[src/design/bpc_ram.sv]
// Generic single-port-write, single-port-read RAM with registered read data.
module bpc_ram #(
    parameter int WIDTH = 8,
    parameter int DEPTH = 16
) (
    input  logic                                        clk,
    input  logic                                        we,
    input  logic [((DEPTH > 1) ? $clog2(DEPTH) : 1)-1:0] waddr,
    input  logic [WIDTH-1:0]                            wdata,
    input  logic [((DEPTH > 1) ? $clog2(DEPTH) : 1)-1:0] raddr,
    output logic [WIDTH-1:0]                            rdata
);

    logic [WIDTH-1:0] mem_reg [DEPTH];
    logic [WIDTH-1:0] rdata_reg;

    // Write port and registered read port.
    always_ff @(posedge clk)
    begin
        if (we)
        begin
            mem_reg[waddr] <= wdata;
        end
        rdata_reg <= mem_reg[raddr];
    end

    assign rdata = rdata_reg;

endmodule

[config.mk]
export PLATFORM = sky130hd
export DESIGN_NAME = bpc_ram
export DESIGN_NICKNAME = d
export VERILOG_FILES = /design/src/design/bpc_ram.sv
export SDC_FILE = /design/constraint.sdc
export NUM_CORES = 1
export LEC_CHECK = 0
export BUFFER_PORTS_ARGS = -buffer_cell sky130_fd_sc_hd__buf_4
export CAP_MARGIN = 30
export CORE_MARGIN = 2
export CORE_UTILIZATION = 60
export CTS_CLUSTER_DIAMETER = 30
export DETAILED_ROUTE_END_ITERATION = 8
export PLACE_DENSITY = 0.83
export REMOVE_ABC_BUFFERS = 1
export SYNTH_ARGS = -nofsm -noshare
export SYNTH_HDL_FRONTEND = slang
export SYNTH_SLANG_ARGS = --single-unit
[constraint.sdc]
create_clock -name clk -period 2.8 [get_ports clk]
set_input_delay 0.28 -clock clk [delete_from_list [all_inputs] [get_ports clk]]
set_output_delay 0.28 -clock clk [all_outputs]
set_load 0.05 [all_outputs]
# Word level (Yosys, flattened, before mapping)
# Memories as Yosys holds them, arrays and structs flattened. A register that Yosys moved wholly into a read port is not among the register bits.
# Cells that the tools add are included.
# op_classes
eq_ne	0
magnitude_cmp	0
bitwise_logic	0
addsub	0
n_div	0
multipliers	0
shifts	0
n_mux	2
reduce_logical	0
# ops
operator	count
$mux W1	2
# word_totals
in_bits	18
out_inout_bits	8
mem_bits_ro	0
latchBits	0
elab_cells	3
mem_bits_rw	128
mem_count	1
reg_bits	0
# mem_list
name	words	word_bits	read_ports	rd_ports_with_merged_regs	wr	line_no	source
mem_reg	16	8	1	1	1	14	logic [WIDTH-1:0] mem_reg [DEPTH];

# Longest topological paths before layout
# logic_depth
ltp_word	2
ltp_mapped	5
ltp_nobuf	3

# Worst setup path before layout
# OpenSTA, ideal clock, no wires.
# synth_path
path_kind	input to register
start	input port waddr[2] in the netlist's numbering
end	memory mem_reg[0][0], enable pin
required_time_ps	2417
setup_slack_ps	1027
arrival_time_ps	1390
setup_time_ps	383
path_stages	2
n_path_buf	0
cell_sequence	or3b_2 -> nor3_1
# synth_lines
item	line_no	source
start, declared	8	input logic [((DEPTH > 1) ? $clog2(DEPTH) : 1)-1:0] waddr,
end, declared	14	
# No word-level cell before the write port.

# Worst setup path after layout
# layout_path
start	input port waddr[2] in the netlist's numbering
end	memory mem_reg[3][0], enable pin
# No word-level cell before the write port.

==> report_table.html <==
<table>
<tr><th>Metric</th><th>Value</th></tr>
<tr><th colspan="2">Clock network</th></tr>
<tr><td>Insertion delay to the later sink of the worst-skew pair</td><td>about 0.5 ns</td></tr>
<tr><td>TritonCTS Buffers</td><td>17</td></tr>
<tr><td>Gates resized, CTS repair</td><td>0</td></tr>
<tr><td>Total number of H-tree levels</td><td>4</td></tr>
<tr><td>CTS sink count</td><td>136</td></tr>
<tr><td>Clock-pin slew on the worst setup and hold paths</td><td>about 0.06 ns</td></tr>
<tr><td>TritonCTS clock tree</td><td>done</td></tr>
<tr><td>Bufs on Longest Clock Path</td><td>2</td></tr>
<tr><td>Post-CTS Repair Setup Buffers</td><td>0</td></tr>
<tr><td>Clock root cell</td><td>sky130_fd_sc_hd__clkbuf_8</td></tr>
<tr><td>Number of hold buffers added after CTS</td><td>0</td></tr>
<tr><th colspan="2">GRT</th></tr>
<tr><td>Met3 Usage GRT</td><td>around 5%</td></tr>
<tr><td>Most Used Layer, Global Route</td><td>met2</td></tr>
<tr><td>Antenna violations before repair</td><td>0</td></tr>
<tr><td>First-pass GRT wire length</td><td>around 15 mm</td></tr>
<tr><td>Met2 demand-to-capacity share in global routing</td><td>between 30 and 40%</td></tr>
<tr><td>Via count of the first global-routing pass</td><td>approximately 2,500</td></tr>
<tr><td>Overall Global Routing Usage</td><td>between 20% and 30%</td></tr>
<tr><td>Maximum number of pins on one net before global-route repair</td><td>33</td></tr>
<tr><td>Global routing met1 resource utilization</td><td>between 30% and 40%</td></tr>
<tr><td>Overflow left after global routing</td><td>0</td></tr>
<tr><th colspan="2">Critical path</th></tr>
<tr><td>Buf+Inv Stages, Crit Path</td><td>1</td></tr>
<tr><td>Worst setup SP type</td><td>primary input</td></tr>
<tr><td>CP Class</td><td>in -&gt; reg</td></tr>
<tr><td>Reg-to-reg slack, setup</td><td>between 1 and 1.5 ns</td></tr>
<tr><td>Arrival time at the worst endpoint</td><td>between 1.5 and 2 ns</td></tr>
<tr><td>Worst Reg2Reg Path Length in Cells</td><td>3</td></tr>
<tr><td>WP data required</td><td>between 2 and 3 ns</td></tr>
<tr><td>Capturing element of the worst setup path</td><td>mem_reg[3][0]</td></tr>
<tr><td>Peak fanout along the critical path</td><td>8</td></tr>
<tr><td>Category of the worst setup path capture point</td><td>register</td></tr>
<tr><td>Series of cell instances along the critical path</td><td>buf_4 -&gt; or3b_2 -&gt; nor2_1</td></tr>
<tr><td>Worst setup path start</td><td>waddr[2]</td></tr>
<tr><td>Source of the worst register-to-register timing path</td><td>mem_reg[2][5]</td></tr>
<tr><td>Cell family with most CP delay</td><td>simple AND/OR/NAND/NOR gates</td></tr>
<tr><td>Cell type of the slowest stage on the worst timing path</td><td>sky130_fd_sc_hd__nor2_1</td></tr>
<tr><td>Reg2Reg Capture Point</td><td>rdata[5]</td></tr>
<tr><td>Logic depth of the worst setup path including buffers</td><td>3</td></tr>
<tr><td>Crit path largest cell delay</td><td>0.62 ns</td></tr>
<tr><th colspan="2">Flow run</th></tr>
<tr><td>Max cap viols</td><td>0</td></tr>
<tr><th colspan="2">Detailed routing</th></tr>
<tr><td>Vias per cell</td><td>roughly 6.4</td></tr>
<tr><td>Detailed-routing iteration count for the pre-antenna-repair pass</td><td>5</td></tr>
<tr><td>Drc violations</td><td>0</td></tr>
<tr><td>Drt wl/cell</td><td>between 20 and 30 um</td></tr>
<tr><td>Final routed wirelength across all metal layers</td><td>9.77 mm</td></tr>
<tr><td>Post-route ant nets</td><td>0</td></tr>
<tr><td>Number of vias in the routed layout</td><td>2,479</td></tr>
<tr><td>Violation count after the first detailed-routing iteration</td><td>roughly 280</td></tr>
<tr><th colspan="2">Floorplanning</th></tr>
<tr><td>Number of top-level design ports</td><td>26</td></tr>
<tr><td>Core ar.</td><td>about 8300 um^2</td></tr>
<tr><td>Floorplan die area</td><td>roughly 9300 um^2</td></tr>
<tr><td>Die extent in x</td><td>96.6 um</td></tr>
<tr><td>Starting utilization of the core area</td><td>between 60% and 70%</td></tr>
<tr><td>Die H</td><td>between 90 and 100 um</td></tr>
<tr><td>Site Rows</td><td>33</td></tr>
<tr><th colspan="2">Place</th></tr>
<tr><td>Detailed-placement wirelength estimate</td><td>approximately 5.6 mm</td></tr>
<tr><td>Input/output buffers</td><td>25</td></tr>
<tr><td>Final weighted congestion of routability-driven global placement</td><td>between 0.8 and 0.9</td></tr>
<tr><th colspan="2">Layout</th></tr>
<tr><td>Number of flip-flops under the largest register name</td><td>128</td></tr>
<tr><td>Final nets</td><td>around 290</td></tr>
<tr><td>Diodes inserted</td><td>0</td></tr>
<tr><td>Layout filler cell count</td><td>454</td></tr>
<tr><td>Fraction of layout instances using a drive strength above 1</td><td>between 20 and 30%</td></tr>
<tr><td>Area taken by flip-flops and latches</td><td>between 4000 and 5000 um^2</td></tr>
<tr><td>Area used by multi-input combinational logic</td><td>between 1000 and 1500 um^2</td></tr>
<tr><td>Synthesis-to-layout area growth</td><td>17.5%</td></tr>
<tr><th colspan="2">STA</th></tr>
<tr><td>Final worst hold slack</td><td>around 0.075 ns</td></tr>
<tr><td>Clock period minus final worst setup slack</td><td>approximately 1.4 ns</td></tr>
<tr><td>Worst rel slew slack</td><td>between 30% and 40%</td></tr>
<tr><td>Upper clock frequency limit</td><td>approximately 710 MHz</td></tr>
<tr><td>Unrepaired setup endpoints after global routing</td><td>no</td></tr>
<tr><td>Final hold violation count</td><td>0</td></tr>
<tr><td>Clock skew</td><td>roughly 0.0072 ns</td></tr>
<tr><td>Worst Tran Pin Value</td><td>just over 0.9 ns</td></tr>
<tr><td>Final setup violating endpoints</td><td>0</td></tr>
<tr><td>Final count of pins violating max slew</td><td>0</td></tr>
<tr><td>Ratio of final minimum period to clock period</td><td>roughly half</td></tr>
<tr><td>Total Negative Setup Slacks</td><td>0 ns</td></tr>
<tr><th colspan="2">Yosys</th></tr>
<tr><td>Synthesized area per cell</td><td>~22 um^2</td></tr>
<tr><td>Count of yosys warnings during synthesis</td><td>0</td></tr>
<tr><td>Top cells by area, synth</td><td>sky130_fd_sc_hd__edfxtp_1, sky130_fd_sc_hd__mux4_2, sky130_fd_sc_hd__mux4_1</td></tr>
<tr><td>Gate count after technology mapping</td><td>about 230</td></tr>
<tr><td>Fraction of post-synthesis cell area in the top cell type by area</td><td>between 70 and 80%</td></tr>
<tr><td>Cell area after technology mapping</td><td>~5100 um^2</td></tr>
<tr><td>Number of distinct library cell variants in the gate-level netlist after synthesis</td><td>19</td></tr>
<tr><td>Synth Register Bits</td><td>136</td></tr>
<tr><td>Share of the yosys chip area belonging to registers</td><td>a little under 80%</td></tr>
<tr><td>Cell type contributing the most total cell area after synthesis</td><td>sky130_fd_sc_hd__edfxtp_1</td></tr>
<tr><th colspan="2">Pwr</th></tr>
<tr><td>Pleak</td><td>roughly 0.0020 uW</td></tr>
<tr><td>Peak supply drop</td><td>~0.00045 V</td></tr>
<tr><td>Power per Cell Area</td><td>807 nW/um^2</td></tr>
<tr><th colspan="2">Worst hold path</th></tr>
<tr><td>Min-delay src</td><td>wdata[5]</td></tr>
<tr><td>Worst min path class</td><td>in -&gt; reg</td></tr>
<tr><th colspan="2">Status</th></tr>
<tr><td>Status</td><td>finished clean</td></tr>
</table>
==> power by group <==
part,switching [uW],leakage (uW),internal (uW)
sequential,15.6,0.00122,2280
clock,824,0.000297,1500
combinational,164,0.000512,96.9
==> stage by stage <==
step	setup WS (ns)	utilization, %	std cells	instance area, um^2	total power [uW]
2_1_floorplan	1.03	-	219	5060	2470
3_5_place_dp	0.838	65.5	353	5410	2590
6_report	1.40	73.2	385	6050	4880
4_1_cts	1.39	73.2	385	6050	4900
5_1_grt	1.28	73.2	385	6050	5020
3_3_place_gp	0.876	65.5	353	5410	2580
==> cell usage after synthesis (all sizes together) <==
master         instances
dfxtp                  8
and2                   1
nand2                  9
and2b                  1
nor3                   4
nand3b                 2
edfxtp               128
nor2                  13
nand2b                 2
nand3                  1
mux4                  32
clkdlybuf4s25          3
or3b                   1
a22oi                 16
buf                    7
nor2b                  1
==> worst min path at each step <==
stage / end / slack (ns) / depth (start not counted)
floorplan: mem_reg[0][0] / 0.38 / 0
global placement: mem_reg[5][4] / 0.59 / 1
detailed placement: mem_reg[5][5] / 0.60 / 1
CTS: mem_reg[15][4] / 0.06 / 1
global route: mem_reg[10][4] / 0.07 / 1
finish: mem_reg[6][5] / 0.08 / 1
==> worst register-to-register path, stage by stage (launching register included) <==
cell and delay [ns]:
sky130_fd_sc_hd__edfxtp_1 0.36, sky130_fd_sc_hd__mux4_1 0.52, sky130_fd_sc_hd__a22oi_1 0.31, sky130_fd_sc_hd__nand2_1 0.08
==> area by class of cell <==
cell class / instances / share of cell area, %
well taps: 105 / 2.17
clock inverters: 13 / 3.21
multi-input cells: 83 / 17.5
flip-flops and latches: 136 / 66.2
clock buffers: 19 / 7.31
repair buffers: 29 / 3.60
==> cell families (layout without fill, tap and decap cells) <==
family                 after synthesis  in the layout  share of synthesized area (%)
flip-flops                         136            136                           77.8
AND/OR/NAND/NOR                     35             35                           3.18
AO/OA/AOI/OAI                       16             16                           2.33
multiplexers                        32             32                           15.0
buffers and inverters               10             61                           1.68
==> metal layers <==
layer	wire [um]	share of wire, %	vias up
met5	0	0	-
met4	208	2.1	0
met3	705	7.2	16
met2	4860	50	136
met1	4000	41	1276
li1	-	-	1051
==> cell usage in the layout, fill, tap and decap left out, drive strengths merged, types with 2 or more instances in the layout <==
cell	count
edfxtp	128
mux4	32
buf	29
clkbuf	19
a22oi	16
nor2	13
nand2	9
dfxtp	8
nor3	4
clkinvlp	4
bufinv	4
clkinv	3
nand3b	2
nand2b	2
inv	2
Note: power is estimated with default switching activity, not from simulation.
