`src/design/bpc_pkg.sv`:
```
// Shared types and constants of the bucketed position cache.
package bpc_pkg;

    // Width of the mate-window arithmetic, wide enough for score, mate and ply.
    localparam int ADJ_W = 26;
    localparam logic signed [ADJ_W-1:0] MATE_WINDOW = 26'sd1000;
    localparam logic signed [ADJ_W-1:0] SCORE_MAX = 26'sd8388607;
    localparam logic signed [ADJ_W-1:0] SCORE_MIN = -26'sd8388608;

    // Configuration port geometry.
    localparam int CFG_INDEX_W = 1;
    localparam int CFG_DATA_W = 23;

    // Request codes carried in req_type.
    typedef enum logic [1:0] {
        REQ_PROBE = 2'd0,
        REQ_STORE = 2'd1,
        REQ_CLEAR = 2'd2
    } req_code_t;

    // Configuration register indexes.
    typedef enum logic [CFG_INDEX_W-1:0] {
        CFG_MATE_SCORE  = 1'b0,
        CFG_CURRENT_AGE = 1'b1
    } cfg_reg_t;

    // Sequencer states.
    typedef enum logic [2:0] {
        ST_CLEAR,
        ST_IDLE,
        ST_HASH,
        ST_READ,
        ST_DECIDE,
        ST_FINISH
    } state_t;

    // One request transaction.
    typedef struct packed {
        logic [1:0]         req_type;
        logic [63:0]        key;
        logic [15:0]        move;
        logic signed [23:0] score;
        logic signed [15:0] depth;
        logic [1:0]         bound_flag;
        logic [7:0]         ply;
    } req_t;

    // One response transaction.
    typedef struct packed {
        logic               hit;
        logic               written;
        logic [15:0]        out_move;
        logic signed [23:0] out_score;
        logic signed [15:0] out_depth;
        logic [1:0]         out_flag;
        logic [7:0]         out_age;
        logic [31:0]        hit_count;
        logic [31:0]        miss_count;
        logic [31:0]        store_count;
    } rsp_t;

    // One way of a bucket.
    typedef struct packed {
        logic [31:0]        tag;
        logic [15:0]        move;
        logic signed [23:0] score;
        logic signed [15:0] depth;
        logic [1:0]         flag;
        logic [7:0]         age;
    } entry_t;

    // Outcome of the way compare.
    typedef struct packed {
        logic hit;
        logic write_en;
    } sel_t;

endpackage

```
`src/design/bpc_way_select.sv`:
```
// Parallel way compare of one bucket: probe hit search, store victim choice
// and the merged row to write back.
module bpc_way_select #(
    parameter int WAYS = 4
) (
    input  bpc_pkg::entry_t [WAYS-1:0] row,
    input  logic [31:0]                tag,
    input  bpc_pkg::entry_t            new_entry,
    input  logic [7:0]                 current_age,
    output bpc_pkg::sel_t              sel,
    output bpc_pkg::entry_t            hit_entry,
    output bpc_pkg::entry_t [WAYS-1:0] wr_row
);

    localparam int WW = (WAYS > 1) ? $clog2(WAYS) : 1;

    logic               hit_found;
    logic               qual_found;
    logic               min_valid;
    logic signed [15:0] min_depth;
    logic [WW-1:0]      qual_way;
    logic [WW-1:0]      shallow_way;
    logic [WW-1:0]      tgt_way;
    logic               write_en;

    // First way whose tag matches.
    always_comb
    begin
        hit_found = 1'b0;
        hit_entry = '0;
        for (int i = 0; i < WAYS; i++)
        begin
            if (!hit_found && row[i].tag == tag)
            begin
                hit_found = 1'b1;
                hit_entry = row[i];
            end
        end
    end

    // Victim: first matching, empty or stale way, else the first shallowest way
    // among the ways scanned before.
    always_comb
    begin
        qual_found  = 1'b0;
        qual_way    = '0;
        min_valid   = 1'b0;
        min_depth   = '0;
        shallow_way = '0;
        for (int i = 0; i < WAYS; i++)
        begin
            if (!qual_found)
            begin
                if (row[i].tag == tag || row[i].tag == '0 || row[i].age != current_age)
                begin
                    qual_found = 1'b1;
                    qual_way   = WW'(i);
                end
                else if (!min_valid || $signed(row[i].depth) < min_depth)
                begin
                    min_valid   = 1'b1;
                    min_depth   = row[i].depth;
                    shallow_way = WW'(i);
                end
            end
        end
        tgt_way  = qual_found ? qual_way : shallow_way;
        write_en = qual_found || ($signed(new_entry.depth) >= min_depth);
    end

    // Row with the victim way replaced.
    always_comb
    begin
        for (int i = 0; i < WAYS; i++)
        begin
            wr_row[i] = (write_en && tgt_way == WW'(i)) ? new_entry : row[i];
        end
    end

    assign sel.hit      = hit_found;
    assign sel.write_en = write_en;

endmodule

```
`config.mk`:
```
export PLATFORM = sky130hd
export DESIGN_NAME = bpc_way_select
export DESIGN_NICKNAME = d
export VERILOG_FILES = /design/src/design/bpc_pkg.sv /design/src/design/bpc_way_select.sv
export SDC_FILE = /design/constraint.sdc
export NUM_CORES = 1
export LEC_CHECK = 0
export ABC_CLOCK_PERIOD_IN_PS = 15500
export BUFFER_PORTS_ARGS = -buffer_cell sky130_fd_sc_hd__buf_2
export CORE_AREA = 4 4 399 401
export DETAILED_ROUTE_END_ITERATION = 10
export DIE_AREA = 0 0 403 405
export GPL_TIMING_DRIVEN = 0
export REMOVE_ABC_BUFFERS = 1
export SLEW_MARGIN = 25
export SYNTH_ARGS = -nofsm -noshare
export SYNTH_HDL_FRONTEND = slang
export SYNTH_SLANG_ARGS = --single-unit
```
`constraint.sdc`:
```
create_clock -name vclk -period 15.5
set_input_delay 1.55 -clock vclk [all_inputs]
set_output_delay 1.55 -clock vclk [all_outputs]
set_load 0.03 [all_outputs]
```
Word-level counts from Yosys, hierarchy flattened
Index checks and enable logic that the tools add are counted.
{"block": "word_totals", "regBits": 0, "latchBits": 0, "mem_bits_rw": 0, "mem_bits_ro": 0, "input_bits": 530, "mem_count": 0}
{"block": "classes", "addsub": 0, "mul": 0, "n_div": 0, "magnitude_cmp": 4, "n_eq_ne": 11, "shift": 0, "muxes": 52, "bitwise": 0, "n_reduce_logical": 29}
{"cell": "98-bit 2-to-1 mux", "count": 8}
{"cell": "16-bit 2-to-1 mux", "count": 10}
{"cell": "32-bit equality test", "count": 4}
{"cell": "32-bit zero test", "count": 4}
{"cell": "16-bit < comparator", "count": 3}
{"cell": "8-bit != test", "count": 4}
{"cell": "1-bit 2-to-1 mux", "count": 23}
{"cell": "2-bit 2-to-1 mux", "count": 11}
{"cell": "16-bit >= comparator", "count": 1}
{"cell": "1-bit logical OR", "count": 12}
{"cell": "1-bit logical AND", "count": 7}
{"cell": "1-bit zero test", "count": 5}
{"cell": "2-bit equality test (second input constant)", "count": 2}
{"cell": "2-bit by 1-bit equality test with 1-bit output (second input constant)", "count": 1}
{"cell": "2-bit zero test", "count": 1}

Longest topological paths before layout
{"block": "logic_depth", "ltp_word": 23, "depth_mapped": 56, "ltp_nobuf": 49}

Worst setup path after synthesis
OpenSTA, ideal clock, no wires.
{"block": "synth_timing", "path_type": "input port to output port", "from": "input port row[5] (netlist name)", "to": "output port wr_row[10] (netlist name)", "t_arrival_ns": 12.252, "required_time_ns": 13.950, "setup_slack_ns": 1.698, "path_stages": 52, "path_buffers": 8, "path_cell_list": "xor2_1 nor4_1 o211ai_1 a21oi_2 buf_2 clkbuf_1 clkbuf_1 nand2_1 ha_1 nand2_1 nor3_1 a22oi_1 a21o_1 o21ai_0 a211o_1 clkbuf_1 mux2i_1 nor2_1 [16 not listed] xor2_1 mux2i_2 nor3_2 buf_2 mux2_2 ha_1 a21o_1 a21o_1 a21o_1 a21oi_1 nor2b_1 o21ai_0 a41oi_1 nand4b_1 o211ai_1 buf_2 buf_4 mux2i_1"}
{"element": "start, declared", "line": "bpc_way_select.sv:6", "text": "input bpc_pkg::entry_t [WAYS-1:0] row,"}
{"element": "end, declared", "line": "bpc_way_select.sv:12", "text": "output bpc_pkg::entry_t [WAYS-1:0] wr_row"}

==> flow_metrics.env <==
export IMPL_grt_max_degree=56
export IMPL_whs_path_depth=3
export IMPL_initial_antenna_violation_count=88
export IMPL_cp_num_buf_inv=15
export IMPL_launch_point_of_the_worst_path="row[5]"
export IMPL_post_synth_instance_area_um2=12100
export IMPL_yosys_warnings=0
export IMPL_maximum_fanout_along_the_worst_path=15
export IMPL_final_sum_of_negative_setup_slack_ps=0
export IMPL_final_net_count=3120
export IMPL_layout_area_overhead_vs_synth_pct=71.8
export IMPL_crit_top_cell="sky130_fd_sc_hd__buf_4"
export IMPL_grt_first_pass_wirelength_um=199000
export IMPL_area_of_the_core_um2=156000
export IMPL_min_path_type="primary input to primary output"
export IMPL_register_area_um2=0
export IMPL_critical_path_max_stage_delay_ps=430
export IMPL_max_slew_worst_pin_slew_ps=878
export IMPL_placedCellCount=4559
export IMPL_floorplan_die_width_um=403
export IMPL_critPathCaptureType="primary output"
export IMPL_dieHeight_um=405
export IMPL_antenna_violating_nets_post_route=0
export IMPL_grt_util_met2_pct=30.0
export IMPL_clock_fmax_mhz=66.5
export IMPL_row_count=145
export IMPL_hold_viol=0
export IMPL_layout_drive_gt1_share_pct=62.3
export IMPL_report_final_slew_viol_count=0
export IMPL_ioPinCount=1022
export IMPL_place_congestion=0.984
export IMPL_irDropWorstVdd_mv=0.0233
export IMPL_gr_max_usage_layer="met2"
export IMPL_global_route_usage_total_pct=18.3
export IMPL_design_seq_count=0
export IMPL_synthesis_instances=1520
export IMPL_average_wire_per_standard_cell_um=34.8
export IMPL_cp_top_family="simple AND/OR/NAND/NOR gates"
export IMPL_worst_slew_margin_rel_pct=41.0
export IMPL_timing_critical_path_depth=54
export IMPL_drc=0
export IMPL_path_class="primary input to primary output"
export IMPL_initialDrtViolationCount=2086
export IMPL_grt_util_met3_pct=7.22
export IMPL_total_leakage_power_uw=0.00909
export IMPL_syn_mean_instance_area_um2=7.96
export IMPL_first_pass_drt_iterations=6
export IMPL_first_global_vias=18400
export IMPL_critical_path_required_ps=13950
export IMPL_cap_violations=0
export IMPL_area_of_the_die_um2=163000
export IMPL_globalRoute_totalOverflow=0
export IMPL_finish_utilization_pct=13.4
export IMPL_port_buffer_count=1022
export IMPL_yosysUniqueCellTypes=62
export IMPL_synth_sequential_area_ratio_pct=0
export IMPL_startpoint_type="primary input"
export IMPL_setup_violations_final=0
export IMPL_drt_total_wl_um=161000
export IMPL_post_dp_hpwl_um=145000
export IMPL_final_instance_count_excl_fill=4624
export IMPL_timing_final_crit_period_ps=15040
export IMPL_run_status="completed"
export IMPL_cts_hold_fix_buffers=0
export IMPL_initial_core_util_pct=7.77
export IMPL_powerDensity_nw_per_um2=27.7
export IMPL_route_detailed_vias_per_inst=4.18
export IMPL_layout_clock_buffers=0
export IMPL_grt_met1_usage_pct=21.5
export IMPL_crit_path_max_delay_cell_type="sky130_fd_sc_hd__ha_1"
export IMPL_min_from="row[330]"
export IMPL_timing_critical_path_arrival_ps=13490
export IMPL_vias=19300
export IMPL_final_fill_count=18100
export IMPL_min_period_over_period_pct=97.1
cell usage after synthesis (6+ instances only):
library cell,count,share of area [%]
sky130_fd_sc_hd__mux2_2,361,34
sky130_fd_sc_hd__nand2_1,129,4.0
sky130_fd_sc_hd__a21oi_1,119,4.9
sky130_fd_sc_hd__nand3_1,101,4.2
sky130_fd_sc_hd__a221o_1,98,8.1
sky130_fd_sc_hd__xnor2_1,97,7.0
sky130_fd_sc_hd__clkbuf_1,66,2.0
sky130_fd_sc_hd__xor2_1,65,4.7
sky130_fd_sc_hd__ha_1,61,6.3
sky130_fd_sc_hd__nor4_1,55,2.8
sky130_fd_sc_hd__nand4_1,46,2.4
sky130_fd_sc_hd__inv_1,44,1.4
sky130_fd_sc_hd__mux2_4,39,4.8
sky130_fd_sc_hd__buf_2,35,1.4
sky130_fd_sc_hd__mux2i_1,23,1.9
sky130_fd_sc_hd__nor2_1,18,0.56
sky130_fd_sc_hd__o21ai_0,15,0.62
sky130_fd_sc_hd__a21o_1,14,0.87
sky130_fd_sc_hd__and2_1,12,0.62
sky130_fd_sc_hd__o22ai_1,11,0.57
sky130_fd_sc_hd__a31oi_1,7,0.36
sky130_fd_sc_hd__buf_1,7,0.22
sky130_fd_sc_hd__buf_6,7,0.65
sky130_fd_sc_hd__nor3_1,7,0.29
sky130_fd_sc_hd__o21a_1,7,0.43
sky130_fd_sc_hd__buf_4,6,0.37
sky130_fd_sc_hd__nor2b_1,6,0.31
what timing repair did:
item                       in CTS  in global routing
hold endpoints to repair        0                  0
resized for setup              23                 33
pin swaps                       8                 21
setup buffers                  18                 15
setup endpoints to repair     392                329
gates cloned                    0                  2
through the flow:
stage	total power, uW	setup slack (ps)	cell area [um2]	hold WS, ps
final	575	455	20800	3500
after global routing	590	-42.9	20700	3510
after CTS	566	28.9	20500	3500
after detailed placement	560	-2280	20200	3500
after global placement	557	-26440	19200	3490
after floorplan	238	-6140	11500	3280
final timing paths:
path / end / slack (ps)
hold / removal: hit_entry[36] / 3500
setup / recovery: wr_row[251] / 460
tightest hold or removal path, delay by kind of cell:
kind	cells	cell delay [ps]
AO/OA/AOI/OAI	1	120
buffers and inverters	2	280
layout make-up:
cell class                 instances  area, um2  area share, %
multi-input combinational       1356      11600           56.0
timing repair buffer            1127       6300           30.3
tap                             2058       2570           12.4
inverter                          44        165          0.795
antenna                           39       97.6          0.470
routing by layer:
metal	wire (um)	vias up
met5	793	-
met4	7980	52
met3	18100	340
met2	72900	1461
met1	61000	9574
li1	-	7903
kinds of logic after synthesis:
| group | Yosys count | share of synthesized area, % |
|---|---|---|
| muxes | 429 | 40.9 |
| adders and majority gates | 61 | 6.31 |
| buffers and inverters | 165 | 6.10 |
| and+or+nand+nor | 400 | 16.8 |
| xor gates and xnor gates | 162 | 11.7 |
| AOI/OAI and AO/OA | 303 | 18.1 |
layout by cell type (no fill, tap or decap), drive strengths merged, types with 7 or more instances in the layout:
cell type / instances
a21o: 14
a21oi: 120
a221o: 98
a31oi: 7
and2: 12
buf: 1123
diode: 39
ha: 61
inv: 44
mux2: 404
mux2i: 25
nand2: 129
nand3: 101
nand4: 47
nor2: 19
nor3: 8
nor4: 55
o21a: 7
o21ai: 15
o22ai: 11
xnor2: 97
xor2: 65
power by group:
part / internal, uW / switching, uW / total, uW
sequential: 0 / 0 / 0
combinational: 175 / 400 / 575
clock: 0.000111 / 0 / 0.000111
total: 175 / 400 / 575
(Power assumes the default switching activity.)
