`src/design/bpc_bucket_unit.sv`:
```
// Key-to-bucket reduction: a mask for power-of-two bucket counts, otherwise
// a serial remainder that folds four key bits per cycle.
module bpc_bucket_unit #(
    parameter int BUCKET_COUNT = 1024
) (
    input  logic                                                      clk,
    input  logic                                                      rst_n,
    input  logic                                                      start,
    input  logic [63:0]                                               key,
    output logic                                                      done,
    output logic [((BUCKET_COUNT > 1) ? $clog2(BUCKET_COUNT) : 1)-1:0] bucket
);

    localparam int BW = (BUCKET_COUNT > 1) ? $clog2(BUCKET_COUNT) : 1;
    localparam bit IS_POW2 = ((BUCKET_COUNT & (BUCKET_COUNT - 1)) == 0);

    generate
        if (IS_POW2)
        begin : g_mask
            logic          done_reg;
            logic [BW-1:0] bucket_reg;
            logic [BW-1:0] bucket_next;

            // A power-of-two count takes the low key bits; a single bucket is zero.
            always_comb
            begin
                if (BUCKET_COUNT == 1)
                begin
                    bucket_next = '0;
                end
                else
                begin
                    bucket_next = key[BW-1:0];
                end
            end

            always_ff @(posedge clk or negedge rst_n)
            begin
                if (!rst_n)
                begin
                    done_reg   <= 1'b0;
                    bucket_reg <= '0;
                end
                else
                begin
                    done_reg <= start;
                    if (start)
                    begin
                        bucket_reg <= bucket_next;
                    end
                end
            end

            assign done   = done_reg;
            assign bucket = bucket_reg;
        end
        else
        begin : g_serial
            localparam int STEP_BITS = 4;
            localparam int STEPS = 64 / STEP_BITS;
            localparam int CW = $clog2(STEPS);
            localparam logic [BW:0] MODULUS = (BW + 1)'(BUCKET_COUNT);

            logic          busy_reg, busy_next;
            logic          done_reg, done_next;
            logic [CW-1:0] cnt_reg, cnt_next;
            logic [63:0]   key_reg, key_next;
            logic [BW-1:0] rem_reg, rem_next;
            logic [BW-1:0] rem_step;
            logic [BW:0]   trial;

            // Four dependent shift-and-subtract steps on the running remainder.
            always_comb
            begin
                rem_step = rem_reg;
                trial    = '0;
                for (int i = 0; i < STEP_BITS; i++)
                begin
                    trial = {rem_step, key_reg[63 - i]};
                    if (trial >= MODULUS)
                    begin
                        trial = trial - MODULUS;
                    end
                    rem_step = trial[BW-1:0];
                end
            end

            // Step counter and operand shift.
            always_comb
            begin
                busy_next = busy_reg;
                done_next = 1'b0;
                cnt_next  = cnt_reg;
                key_next  = key_reg;
                rem_next  = rem_reg;
                if (start)
                begin
                    busy_next = 1'b1;
                    cnt_next  = '0;
                    key_next  = key;
                    rem_next  = '0;
                end
                else if (busy_reg)
                begin
                    rem_next = rem_step;
                    key_next = {key_reg[63-STEP_BITS:0], {STEP_BITS{1'b0}}};
                    cnt_next = cnt_reg + 1'b1;
                    if (cnt_reg == CW'(STEPS - 1))
                    begin
                        busy_next = 1'b0;
                        done_next = 1'b1;
                    end
                end
            end

            always_ff @(posedge clk or negedge rst_n)
            begin
                if (!rst_n)
                begin
                    busy_reg <= 1'b0;
                    done_reg <= 1'b0;
                    cnt_reg  <= '0;
                    rem_reg  <= '0;
                end
                else
                begin
                    busy_reg <= busy_next;
                    done_reg <= done_next;
                    cnt_reg  <= cnt_next;
                    rem_reg  <= rem_next;
                end
            end

            always_ff @(posedge clk)
            begin
                key_reg <= key_next;
            end

            assign done   = done_reg;
            assign bucket = rem_reg;
        end
    endgenerate

endmodule

```
`config.mk`:
```
export PLATFORM = sky130hd
export DESIGN_NAME = bpc_bucket_unit
export DESIGN_NICKNAME = d
export VERILOG_FILES = /design/src/design/bpc_bucket_unit.sv
export SDC_FILE = /design/constraint.sdc
export NUM_CORES = 1
export LEC_CHECK = 0
export ABC_AREA = 1
export BUFFER_PORTS_ARGS = -buffer_cell sky130_fd_sc_hd__buf_2
export CAP_MARGIN = 15
export CORE_MARGIN = 8
export CORE_UTILIZATION = 22
export CTS_BUF_LIST = sky130_fd_sc_hd__clkbuf_16
export CTS_CLUSTER_DIAMETER = 80
export DETAILED_ROUTE_END_ITERATION = 8
export PLACE_DENSITY = 0.77
export SLEW_MARGIN = 5
export SYNTH_ARGS = -nofsm -noshare
export SYNTH_HDL_FRONTEND = slang
export SYNTH_SLANG_ARGS = --single-unit
```
`constraint.sdc`:
```
create_clock -name clk -period 0.8 [get_ports clk]
set_input_delay 0 -clock clk [delete_from_list [all_inputs] [get_ports clk]]
set_output_delay 0 -clock clk [all_outputs]
set_load 0.1 [all_outputs]
```
# == Word-level counts from Yosys, hierarchy flattened ==
# Index checks and enable logic that the tools add are counted.
# totals
ff_bits,11
input_bits,67
out_inout_bits,11
word_cells,2

# == Longest topological paths before layout ==
# logic_depth
word_depth,0
depth_mapped,3
mapped_depth_nobuf,3

# == Least setup slack after synthesis ==
# No wires, ideal clock.
# synth_path
path_kind,register to register
startpoint,reg bucket[0] (netlist name)
endpoint,reg g_mask.bucket_reg[0] (netlist: bucket[0])
synth_period_minus_slack_ns,1.146
required_time_ns,0.733
n_path_buf,0
setup_time_ns,0.067
path_stages_with_launch,3
slack_ns,-0.346
arrival_ns,1.079
cell_sequence,dfrtp_1 > nand2_1 > nand2_1
# synth_rtl
element,line,rtl
end signal: assignment,49,bucket_reg <= bucket_next;
end: declaration,21,logic [BW-1:0] bucket_reg;

# == Final worst setup path ==
# layout_path
startpoint,reg g_mask.bucket_reg[5] (netlist: bucket[5])
endpoint,out bucket[5] (netlist name)
# layout_rtl
element,line,rtl
end: declaration,11,output logic [((BUCKET_COUNT > 1) ? $clog2(BUCKET_COUNT) : 1)-1:0] bucket
# No word-level cell between the ends.

==> metrics.txt <==
# TYPE chip_impl_metric gauge
chip_impl_metric{name="wl",unit="mm"} 1.260
chip_impl_info{name="timing.critical_path.cells",value="buf_12"} 1
chip_impl_metric{name="hold-worst-slack",unit="ns"} 0.06324
chip_impl_info{name="path_class",value="reg -> out"} 1
chip_impl_metric{name="starting_density_of_the_core",unit="%"} 23.33
chip_impl_info{name="top_post_synthesis_cells_by_area",value="dfrtp_1 68%, nand2_1 28%, buf_6 2.8%"} 1
chip_impl_metric{name="synthXorXnorAreaFrac",unit="%"} 0
chip_impl_metric{name="setup_viol",unit=""} 11
chip_impl_metric{name="layout_worst_path_cycle_share",unit="%"} 111.5
chip_impl_metric{name="syn-num-nets",unit=""} 110
chip_impl_metric{name="post-route-cell-area",unit="um^2"} 935.9
chip_impl_metric{name="netlist.area_leader.share",unit="%"} 68.32
chip_impl_metric{name="placed_area",unit="um^2"} 747.0
chip_impl_metric{name="io_buffers",unit=""} 23
chip_impl_info{name="worst_hold_path_type",value="in -> reg"} 1
chip_impl_metric{name="worst_skew_pair_later_pin_latency",unit="ns"} 0.23
chip_impl_metric{name="critical_path_buf_inv_count",unit=""} 1
chip_impl_metric{name="synth-warning-count",unit=""} 0
chip_impl_metric{name="rows",unit=""} 15
chip_impl_info{name="endpoint_kind",value="output pin"} 1
chip_impl_metric{name="cp.arrival",unit="ns"} 0.89
chip_impl_metric{name="drt_pre_antenna_iters",unit=""} 2
chip_impl_info{name="synth_top_family_by_area",value="simple AND/OR/NAND/NOR gates"} 1
chip_impl_metric{name="slew_headroom",unit="%"} 83.03
chip_impl_info{name="critPathTopFamily",value="flip-flops"} 1
chip_impl_metric{name="detail-route-antenna-nets",unit=""} 0
chip_impl_metric{name="clock_sink_total",unit=""} 11
chip_impl_metric{name="finalWeightedCongestion",unit=""} 0.6652
chip_impl_metric{name="netlist_area",unit="um^2"} 402.9
chip_impl_info{name="cts.root.buffer_cell",value="clkbuf_16"} 1
chip_impl_metric{name="first_iter_violations",unit=""} 5
chip_impl_metric{name="vias_per_cell",unit=""} 3.755
chip_impl_metric{name="synth-seq-cells",unit=""} 11
chip_impl_metric{name="first_global_vias",unit=""} 448
chip_impl_metric{name="design.core.area",unit="um^2"} 1727
chip_impl_info{name="yosys.cell_count.top_type",value="nand2_1"} 1
chip_impl_metric{name="peakVddDrop",unit="V"} 0.0009903
chip_impl_metric{name="power.leakage",unit="nW"} 0.4533
chip_impl_info{name="ys.flop_type",value="dfrtp_1"} 1
chip_impl_metric{name="async_reset_ff_share",unit="%"} 100.0
chip_impl_info{name="critPathLaunchType",value="register"} 1
chip_impl_metric{name="drive_gt1_share",unit="%"} 48.15
chip_impl_metric{name="post_synth_fa_ha_maj_area_fraction",unit="%"} 0
chip_impl_metric{name="synth.distinct_cells",unit=""} 4
chip_impl_metric{name="largest_register_ff_count",unit=""} 10
chip_impl_metric{name="gr-total-overflow",unit=""} 0
chip_impl_metric{name="worst_path_largest_cell_delay",unit="ns"} 0.48
chip_impl_metric{name="multiInputGateArea",unit="um^2"} 112.6
chip_impl_metric{name="fin_worst_skew",unit="ns"} 0
chip_impl_metric{name="worst-endpoint-required",unit="ns"} 0.80
chip_impl_metric{name="achievable_clock_frequency",unit="MHz"} 1121
chip_impl_metric{name="regArea",unit="um^2"} 311.5
chip_impl_metric{name="final.fill_count",unit=""} 162
chip_impl_metric{name="die-height",unit="um"} 58.80
chip_impl_metric{name="power_per_cell_area",unit="nW/um^2"} 2440
chip_impl_metric{name="grt_pass1_wl",unit="mm"} 2.249
chip_impl_metric{name="crit_fanout",unit=""} 2
chip_impl_metric{name="synth_simple_gate_area_share",unit="%"} 27.95
chip_impl_info{name="failed_checks",value="setup timing"} 1
chip_impl_metric{name="worst_slack",unit="ns"} -0.09223
chip_impl_metric{name="drt-wirelength-per-cell",unit="um"} 11.89
chip_impl_metric{name="finish.net_count",unit=""} 149
chip_impl_info{name="synth_top_cell_by_area",value="dfrtp_1"} 1
chip_impl_metric{name="grt_start_max_net_pins",unit=""} 12
chip_impl_metric{name="cts_max_level",unit=""} 1
chip_impl_metric{name="die_width",unit="um"} 58.80
chip_impl_metric{name="num_vias",unit=""} 398
chip_impl_metric{name="detailedPlacementHpwl",unit="um"} 902.8
chip_impl_metric{name="dieArea",unit="um^2"} 3457
chip_impl_metric{name="n_antenna_cell",unit=""} 0
chip_impl_metric{name="maxCapViolCount",unit=""} 0
chip_impl_metric{name="report.final.hold_viol_count",unit=""} 0
chip_impl_metric{name="finalWorstPathRequiredPeriod",unit="ns"} 0.8922
chip_impl_metric{name="cts_made_buffers",unit=""} 3
chip_impl_metric{name="clock_tree.buffer_depth",unit=""} 2
chip_impl_info{name="rsz0062_at_grt",value="true"} 1
chip_impl_metric{name="detail_route.drc_violations",unit=""} 0
chip_impl_metric{name="cp_depth",unit=""} 1
chip_impl_info{name="tritoncts_clock_tree",value="yes"} 1
chip_impl_metric{name="antenna_found_initial",unit=""} 0
chip_impl_metric{name="synth-compound-area-share",unit="%"} 0
chip_impl_metric{name="path_clk_slew",unit="ns"} 0.04
chip_impl_metric{name="io_pins",unit=""} 78
chip_impl_metric{name="synth-seq-area-share",unit="%"} 68.32
chip_impl_metric{name="post_synth.cell_area_avg",unit="um^2"} 9.369
chip_impl_metric{name="synth_enable_flop_cells",unit=""} 0
chip_impl_info{name="status",value="finished, violations left"} 1
chip_impl_info{name="yosys-top-cells-count",value="30 x nand2_1, 11 x dfrtp_1, 1 x buf_6, 1 x inv_2"} 1
chip_impl_metric{name="slew_violations",unit=""} 0
chip_impl_metric{name="post_synth_mux_area_share",unit="%"} 0
chip_impl_metric{name="synth_cells",unit=""} 43
chip_impl_metric{name="min_path_cells",unit=""} 3
chip_impl_info{name="cpMaxStageDelayCell",value="dfrtp_4"} 1
chip_impl_metric{name="tightest_slew",unit="ns"} 0.2545
chip_impl_metric{name="worst_r2r_path_depth",unit=""} 2
chip_impl_metric{name="area.growth.synth_to_final",unit="%"} 132.3
chip_impl_metric{name="grtUsageTotal",unit="%"} 8.626
==> what timing repair did <==
| item | in CTS | in global routing |
|---|---|---|
| hold endpoints to repair | 21 | 0 |
| endpoints found under the setup margin | 11 | 11 |
| resized for setup | 0 | 0 |
| hold buffers | 11 | 0 |
| buffers inserted | 0 | 0 |
==> cells in the final DEF, fill, tap and decap left out <==
cell and instances:
clkbuf_16 3, buf_12 11, nand2_1 30, inv_1 1, buf_4 1, dlygate4sd3_1 11, buf_2 12, dfrtp_4 9
dfrtp_2 2, inv_2 1
==> final timing paths <==
| check | startpoint | endpoint | slack (ns) |
|---|---|---|---|
| max | bucket[5]$_DFFE_PN0P_ | bucket[5] | -0.09 |
| min reg2reg | bucket[0]$_DFFE_PN0P_ | bucket[0]$_DFFE_PN0P_ | 0.53 |
| max in group asynchronous | rst_n | bucket[6]$_DFFE_PN0P_ | 0.39 |
| min in group asynchronous | rst_n | bucket[7]$_DFFE_PN0P_ | 0.18 |
| min | start | bucket[1]$_DFFE_PN0P_ | 0.06 |
| max reg2reg | bucket[2]$_DFFE_PN0P_ | bucket[2]$_DFFE_PN0P_ | 0.08 |
==> power by group <==
part           internal [mW]  total, mW  switching (mW)
sequential             0.634      0.686          0.0515
combinational          0.261      0.706           0.444
clock                  0.655      0.892           0.236
==> layer usage <==
metal | global-route usage [%] | up-vias | wire [um]
li1 | - | 204 | -
met2 | 13.08 | 15 | 620
met5 | 0 | - | 0
met1 | 9.787 | 177 | 527
met3 | 3.696 | 2 | 90
met4 | 5.119 | 0 | 22
==> metrics by stage <==
stage	worst slack [ns]	total power [mW]	setup TNS, ns	utilization [%]	cells
5_1_grt	-0.1155	2.366	-1.021	54.20	106
4_1_cts	-0.09805	2.302	-0.8831	54.20	106
3_3_place_gp	0.1112	1.355	0	43.26	91
3_5_place_dp	0.08255	1.367	0	43.26	91
2_1_floorplan	-0.07994	1.076	-0.5565	-	43
6_report	-0.09223	2.283	-0.8376	54.20	106
==> logic make-up after synthesis <==
logic type	count (synthesis)
buffers and inverters	2
flip-flops	11
AND/OR/NAND/NOR	30
==> area by class of cell <==
cell class	count	share of cell area [%]
timing repair buffer	35	42.51
sequential	11	33.29
multi-input combinational	30	12.03
clock buffer	3	8.021
tap	25	3.342
clock inverter	1	0.4011
inverter	1	0.4011
(Power assumes the default switching activity.)
